$ cat config.mk
export PLATFORM = sky130hd
export DESIGN_NAME = dzam_ctrl
export DESIGN_NICKNAME = d
export VERILOG_FILES = /design/src/design/dzam_pkg.sv /design/src/design/dzam_ctrl.sv
export SDC_FILE = /design/constraint.sdc
export NUM_CORES = 1
export LEC_CHECK = 0
export ABC_CLOCK_PERIOD_IN_PS = 2100
export BUFFER_PORTS_ARGS = -buffer_cell sky130_fd_sc_hd__buf_2
export CORE_MARGIN = 2
export CORE_UTILIZATION = 48
export DETAILED_ROUTE_END_ITERATION = 6
export PLACE_DENSITY = 0.75
export SYNTH_ARGS = -nofsm -noshare
export SYNTH_HDL_FRONTEND = slang
export SYNTH_SLANG_ARGS = --single-unit
$ cat constraint.sdc
create_clock -name aclk -period 2.1 [get_ports aclk]
set_clock_uncertainty 0.2 [all_clocks]
set_input_delay 0.315 -clock aclk [delete_from_list [all_inputs] [get_ports aclk]]
set_output_delay 0.315 -clock aclk [all_outputs]
set_load 0.005 [all_outputs]
$ cat src/design/dzam_pkg.sv
// Shared types and constants for the deadzone axis mapper.
// Used by dzam_ctrl, dzam_datapath and deadzone_axis_mapper_core; no dependencies.
package dzam_pkg;

    // Fixed field widths
    localparam int IN_DATA_W   = 16;    // sample field
    localparam int READING_W   = 16;    // signed reading
    localparam int BOUND_W     = 18;    // signed deadzone bounds
    localparam int OUT_DATA_W  = 56;    // reading, floor, ceiling, zero padded to bytes
    localparam int OUT_USER_W  = 2;     // changed, calibrating
    localparam int ADC_BITS_W  = 5;
    localparam int BEND_LOW_W  = 16;
    localparam int BEND_HIGH_W = 15;
    localparam int HYST_W      = 12;
    localparam int SCOUNT_W    = 11;
    localparam int MULB_W      = 17;    // multiplier B operand, holds -bend_low
    localparam int PROD_W      = BOUND_W + MULB_W;

    // Configuration port
    localparam int CFG_ADDR_W = 3;
    localparam int CFG_DATA_W = 16;

    localparam logic [CFG_ADDR_W-1:0] REG_ADC_BITS     = 3'd0;
    localparam logic [CFG_ADDR_W-1:0] REG_BEND_LOW     = 3'd1;
    localparam logic [CFG_ADDR_W-1:0] REG_BEND_HIGH    = 3'd2;
    localparam logic [CFG_ADDR_W-1:0] REG_HYSTERESIS   = 3'd3;
    localparam logic [CFG_ADDR_W-1:0] REG_SAMPLE_COUNT = 3'd4;

    // Which way the current beat is processed
    typedef enum logic [1:0] {
        KIND_CAL,
        KIND_ZERO,
        KIND_BELOW,
        KIND_ABOVE
    } kind_t;

    typedef struct packed {
        logic  load;        // capture and clamp input sample
        logic  cal_acc;     // add sample to calibration sum
        logic  cal_fin;     // derive bounds from quotient
        logic  mul;         // register product
        logic  div_start;   // load divider
        logic  div_cal;     // divider source: calibration sum / count
        logic  div_step;    // one restoring step
        logic  out_load;    // load output register, commit last reading
        kind_t kind;
    } dzam_cmd_t;

    typedef struct packed {
        logic cal_done;
        logic below;
        logic above;
        logic seen_reached;
    } dzam_status_t;

endpackage

$ cat src/design/dzam_ctrl.sv
// Controller FSM: sequences calibration, multiply, serial divide and output.
// Depends on dzam_pkg; drives dzam_datapath through dzam_cmd_t.
module dzam_ctrl #(
    parameter int DIV_W = 32
) (
    input  logic                   aclk,
    input  logic                   aresetn,
    input  logic                   s_axis_tvalid,
    output logic                   s_axis_tready,
    output logic                   m_axis_tvalid,
    input  logic                   m_axis_tready,
    input  dzam_pkg::dzam_status_t status,
    output dzam_pkg::dzam_cmd_t    cmd
);
    import dzam_pkg::*;

    localparam int STEP_W = $clog2(DIV_W);

    typedef enum logic [2:0] {
        ST_IDLE,
        ST_EVAL,
        ST_CAL_CHECK,
        ST_MUL,
        ST_DIV_START,
        ST_DIV,
        ST_CAL_FIN,
        ST_EMIT
    } state_t;

    state_t            state_reg, state_next;
    kind_t             kind_reg, kind_next;
    logic [STEP_W-1:0] step_reg, step_next;
    logic              m_valid_reg, m_valid_next;
    logic              accept;
    logic              out_free;

    assign s_axis_tready = (state_reg == ST_IDLE);
    assign m_axis_tvalid = m_valid_reg;
    assign accept        = s_axis_tvalid && s_axis_tready;
    assign out_free      = !m_valid_reg || m_axis_tready;

    always_comb begin
        state_next = state_reg;
        kind_next  = kind_reg;
        step_next  = step_reg;
        cmd        = '0;
        cmd.kind   = kind_reg;

        unique case (state_reg)
            ST_IDLE: begin
                if (accept) begin
                    cmd.load   = 1'b1;
                    state_next = ST_EVAL;
                end
            end
            ST_EVAL: begin
                priority if (!status.cal_done) begin
                    cmd.cal_acc = 1'b1;
                    kind_next   = KIND_CAL;
                    state_next  = ST_CAL_CHECK;
                end else if (status.below) begin
                    kind_next  = KIND_BELOW;
                    state_next = ST_MUL;
                end else if (status.above) begin
                    kind_next  = KIND_ABOVE;
                    state_next = ST_MUL;
                end else begin
                    kind_next  = KIND_ZERO;
                    state_next = ST_EMIT;
                end
            end
            ST_CAL_CHECK: begin
                if (status.seen_reached) begin
                    cmd.div_start = 1'b1;
                    cmd.div_cal   = 1'b1;
                    step_next     = '0;
                    state_next    = ST_DIV;
                end else begin
                    state_next = ST_EMIT;
                end
            end
            ST_MUL: begin
                cmd.mul    = 1'b1;
                state_next = ST_DIV_START;
            end
            ST_DIV_START: begin
                cmd.div_start = 1'b1;
                step_next     = '0;
                state_next    = ST_DIV;
            end
            ST_DIV: begin
                cmd.div_step = 1'b1;
                step_next    = step_reg + STEP_W'(1);
                if (step_reg == STEP_W'(DIV_W - 1)) begin
                    state_next = (kind_reg == KIND_CAL) ? ST_CAL_FIN : ST_EMIT;
                end
            end
            ST_CAL_FIN: begin
                cmd.cal_fin = 1'b1;
                state_next  = ST_EMIT;
            end
            ST_EMIT: begin
                if (out_free) begin
                    cmd.out_load = 1'b1;
                    state_next   = ST_IDLE;
                end
            end
            default: state_next = ST_IDLE;
        endcase

        m_valid_next = m_valid_reg && !m_axis_tready;
        if (cmd.out_load) begin
            m_valid_next = 1'b1;
        end
    end

    always_ff @(posedge aclk) begin
        if (!aresetn) begin
            state_reg   <= ST_IDLE;
            kind_reg    <= KIND_CAL;
            step_reg    <= '0;
            m_valid_reg <= 1'b0;
        end else begin
            state_reg   <= state_next;
            kind_reg    <= kind_next;
            step_reg    <= step_next;
            m_valid_reg <= m_valid_next;
        end
    end

`ifndef SYNTHESIS
    // Never overwrite a beat the sink has not taken
    a_out_load_free: assert property (@(posedge aclk) disable iff (!aresetn)
        cmd.out_load |-> (!m_valid_reg || m_axis_tready))
        else $error("output register overwritten while full");

    // One item in flight: input closes right after a beat is taken
    a_accept_closes: assert property (@(posedge aclk) disable iff (!aresetn)
        accept |=> !s_axis_tready)
        else $error("input ready while item in flight");

    // Output valid only rises from the emit step
    a_valid_from_emit: assert property (@(posedge aclk) disable iff (!aresetn)
        $rose(m_valid_reg) |-> $past(state_reg == ST_EMIT))
        else $error("output valid raised outside emit");

    // Divider runs exactly DIV_W steps
    a_div_len: assert property (@(posedge aclk) disable iff (!aresetn)
        (cmd.div_step && step_reg == STEP_W'(DIV_W - 1)) |=> !cmd.div_step)
        else $error("divider ran past its last step");
`endif

endmodule

# ---- Yosys cells after proc, flatten, opt, wreduce, memory -nomap -nowiden
# Cells that the tools add are included.
dict set report op_classes {
  addsub 1
  multipliers 0
  n_div 0
  magnitude_cmp 0
  eq_ne 12
  n_shift 0
  mux 27
  bitwise_logic 0
  reduce_logical 10
}
# op n
set op_table {}
lappend op_table {{$pmux W3 S8} 1}
lappend op_table {{$mux W3} 6}
lappend op_table {{$pmux W5 S3} 1}
lappend op_table {{$eq A3 B3 Y1 const B} 4}
lappend op_table {{$mux W1} 12}
lappend op_table {{$mux W2} 5}
lappend op_table {{$eq A3 B2 Y1 const B} 2}
lappend op_table {{$ne A2 B2 Y1 const B} 3}
lappend op_table {{$add A5 B1 Y5 const B} 1}
lappend op_table {{$eq A5 B5 Y1 const B} 1}
lappend op_table {{$mux W5} 1}
lappend op_table {{$eq A3 B1 Y1 const B} 1}
lappend op_table {{$logic_not A3 Y1} 1}
lappend op_table {{$reduce_and A3 Y1} 1}
lappend op_table {{$reduce_bool A3 Y1} 1}
lappend op_table {{$logic_and A1 B1 Y1} 2}
lappend op_table {{$logic_not A1 Y1} 2}
lappend op_table {{$logic_not A2 Y1} 1}
lappend op_table {{$ne A2 B1 Y1 const B} 1}
lappend op_table {{$pmux W1 S2} 1}
lappend op_table {{$reduce_and A2 Y1} 1}
lappend op_table {{$logic_or A1 B1 Y1} 1}
dict set report word_totals {
  ff_bits 11
  latchBits 0
  ramBits 0
  romBits 0
  n_memories 0
}

# ---- Logic depth before layout (Yosys ltp)
dict set report logic_depth {
  word_depth 5
  depth_mapped 5
  mapped_depth_nobuf 5
}

# ---- Worst setup path before layout
# Ideal clock, no wire load.
dict set report synth_timing {
  kind {reg-to-reg}
  from {reg state_reg[1]}
  to {reg step_reg[3]}
  arrival_time_ns 1.288
  setup_slack_ns 0.537
  stages_incl_launch_ff 6
  path_buffers 2
  cell_sequence {dfxtp_1 -> buf_6 -> nand2b_4 -> buf_6 -> or4b_1 -> a31oi_1}
}
dict set report synth_via {
  elab_chain_len 3
}
# element line_no
set synth_rtl {}
lappend synth_rtl {{from (decl)} dzam_ctrl.sv:30} ;# state_t state_reg, state_next;
lappend synth_rtl {{from (signal assigned)} dzam_ctrl.sv:124} ;# state_reg <= state_next;
lappend synth_rtl {{$eq A3 B2 Y1 / $eq A3 B3 Y1 (equally long branches)} dzam_ctrl.sv:49} ;# unique case (state_reg)
lappend synth_rtl {{$ne A2 B2 Y1 (no line) / $reduce_bool A3 Y1 (equally long branches)} -}
lappend synth_rtl {{$reduce_and A2 Y1 (no line)} -}
lappend synth_rtl {{to (signal assigned)} dzam_ctrl.sv:126} ;# step_reg <= step_next;
lappend synth_rtl {{to (decl)} dzam_ctrl.sv:32} ;# logic [STEP_W-1:0] step_reg, step_next;
# Parallel ways exist; a longest one is shown, timed or not.
# A chain may end at the register's enable or synchronous reset.

==> flow_metrics.env <==
export IMPL_drt_iter0_markers=8
export IMPL_hold_slack_ns=0.1298
export IMPL_path_max_fanout=10
export IMPL_insertion_delay_ns=0.28
export IMPL_synth_seq_area_share_pct=33.72
export IMPL_fin_crit_sh_pct=93.46
export IMPL_dieHeight_um=40.89
export IMPL_grt_pass1_wl_mm=1.994
export IMPL_yosysUniqueCellTypes=36
export IMPL_synth_area_leaders="dfxtp_1 (34%), a21oi_1 (6.9%), buf_6 (5.2%)"
export IMPL_cts_made_buffers=3
export IMPL_grt_pass1_vias=441
export IMPL_cts_buffer_depth=2
export IMPL_ctsHtreeMaxLevel=1
export IMPL_setup_viol_count_final=0
export IMPL_synth_flop_cell="dfxtp_1"
export IMPL_yosys_register_bits=11
export IMPL_ys_warn_count=0
export IMPL_final_util_pct=58.71
export IMPL_dieArea_um2=1672
export IMPL_diodes=0
export IMPL_pre_cts_ws_ns=0.3160
export IMPL_drv_cap=0
export IMPL_outcome="finished, final reports clean"
export IMPL_startpoint="state_reg[1]$_SDFFE_PN0P_"
export IMPL_syn_area_um2=653.1
export IMPL_synth_top_area_share_pct=33.72
export IMPL_path_clk_slew_ns=0.08
export IMPL_nets=104
export IMPL_synth_top_area_cell="dfxtp_1"
export IMPL_place_gp_congestion=0.8482
export IMPL_cp_end_kind="primary output"
export IMPL_fin_cells=108
export IMPL_root_buffer="clkbuf_4"
export IMPL_hold_viol=0
export IMPL_synth_async_reset_ratio_pct=0
export IMPL_fmax_mhz=509.5
export IMPL_port_buffers=19
export IMPL_rows=13
export IMPL_setup_slack_ns=0.1374
export IMPL_ff2ff_setup_slack_ns=0.46
export IMPL_r2r_start="state_reg[2]$_SDFFE_PN0P_"
export IMPL_routedWlPerCell_um=12.23
export IMPL_fin_area_um2=754.5
export IMPL_worst_setup_path_start_kind="flop"
export IMPL_grt_max_degree=17
export IMPL_synth_edff_count=0
export IMPL_drv_slew=0
export IMPL_placed_cell_area_um2=721.9
export IMPL_power_density_nw_per_um2=884.5
export IMPL_overflow=0
export IMPL_drc_errors=0
export IMPL_crit_type="reg2out"
export IMPL_die_width_um=40.89
export IMPL_start_util_pct=50.83
export IMPL_drt_wl_total_mm=1.321
export IMPL_largest_reg_flops=5
export IMPL_antenna_found_initial=0
export IMPL_worstPathArrival_ns=1.45
export IMPL_ant_nets=0
export IMPL_layout_commonest_cell="buf_2"
export IMPL_syn2layout_area_growth_pct=15.52
export IMPL_required_ns=1.58
export IMPL_hold_class="in2reg"
export IMPL_place_inst=104
export IMPL_syn_avg_cell_area_um2=8.708
export IMPL_final_layout_size_suffix_gt1_share_pct=30.11
export IMPL_finalSetupTns_ns=0
export IMPL_dp_final_hpwl_um=957.1
export IMPL_worst_pin_slew_ns=0.4037
export IMPL_rsz0062_at_grt="no"
export IMPL_final_min_clock_period_ns=1.963
export IMPL_vias_per_cell=5.537
export IMPL_ir_worst_vdd_v=0.0004592
export IMPL_hp_start="status[2]"
export IMPL_total_power_mw=0.6673
export IMPL_vias=598
export IMPL_gr_usage_all_layers_pct=18.96
export IMPL_reg2reg_depth=3
export IMPL_syn_nets=85
export IMPL_drt_first_pass_iters=4
export IMPL_clock_sinks=11
export IMPL_ctsHoldBuffers=0
export IMPL_hold_depth=3
export IMPL_final_cell_mix="buf_2 (19), dfxtp_1 (10), a21oi_1 (9)"
export IMPL_leakagePower_nw=0.3355
export IMPL_syn_inst=75
export IMPL_core_um2=1285
export IMPL_cts_tree="done"
export IMPL_slew_headroom_pct=73.05
export IMPL_io_pins=20
[critical path, stage by stage (launching register included)]
cell       delay [ns]
dfxtp_1          0.52
nand4bb_1        0.31
a21oi_1          0.21
buf_2            0.13
[Yosys cell counts, drive strengths merged, types with 2 or more instances]
cell type,number
dfxtp,11
a21oi,9
nand2b,5
nand3,5
buf,4
inv,4
nor2b,3
a31oi,2
a32oi,2
and3,2
ha,2
nand2,2
nand3b,2
nor2,2
nor3,2
[area by class of cell]
| class | count | area, um^2 |
|---|---|---|
| repair buffers | 19 | 95.09 |
| fillers | 124 | 530.5 |
| multi-input cells | 54 | 374.1 |
| clock buffers | 4 | 26.28 |
| well taps | 15 | 18.77 |
| flip-flops and latches | 11 | 221.5 |
| inverters | 5 | 18.77 |
[path summary, 6_finish.rpt]
path / endpoint
min: kind_reg[0]$_SDFFE_PN0N_
min reg2reg: kind_reg[0]$_SDFFE_PN0N_
max: cmd[5]
max reg2reg: step_reg[3]$_SDFFE_PN0P_
[per-layer routing]
metal | routed length [um] | global-route usage (%)
met5 | 0 | 0
met1 | 622 | 28.15
met3 | 62 | 6.522
met2 | 606 | 21.88
met4 | 29 | 12.50
[cells by family (layout without fill, tap and decap cells)]
| group | Yosys count | after routing | synth area share (%) |
|---|---|---|---|
| flip-flops | 11 | 11 | 33.72 |
| buffers and inverters | 10 | 28 | 9.768 |
| AO/OA/AOI/OAI | 21 | 21 | 21.46 |
| AND/OR/NAND/NOR | 31 | 31 | 31.23 |
| adder cells (fa/ha/maj) | 2 | 2 | 3.831 |
[repair_timing]
action,4_1_cts,5_1_grt
buffers inserted,0,0
endpoints found under the setup margin,0,1
gates resized for setup,0,2
[where the power goes]
part,switching [mW],leakage [nW],internal (mW)
registers,0.0591,0.0897,0.235
clock network,0.0787,0.0150,0.0737
logic,0.105,0.231,0.116
Power figures use the tool's default switching activity.
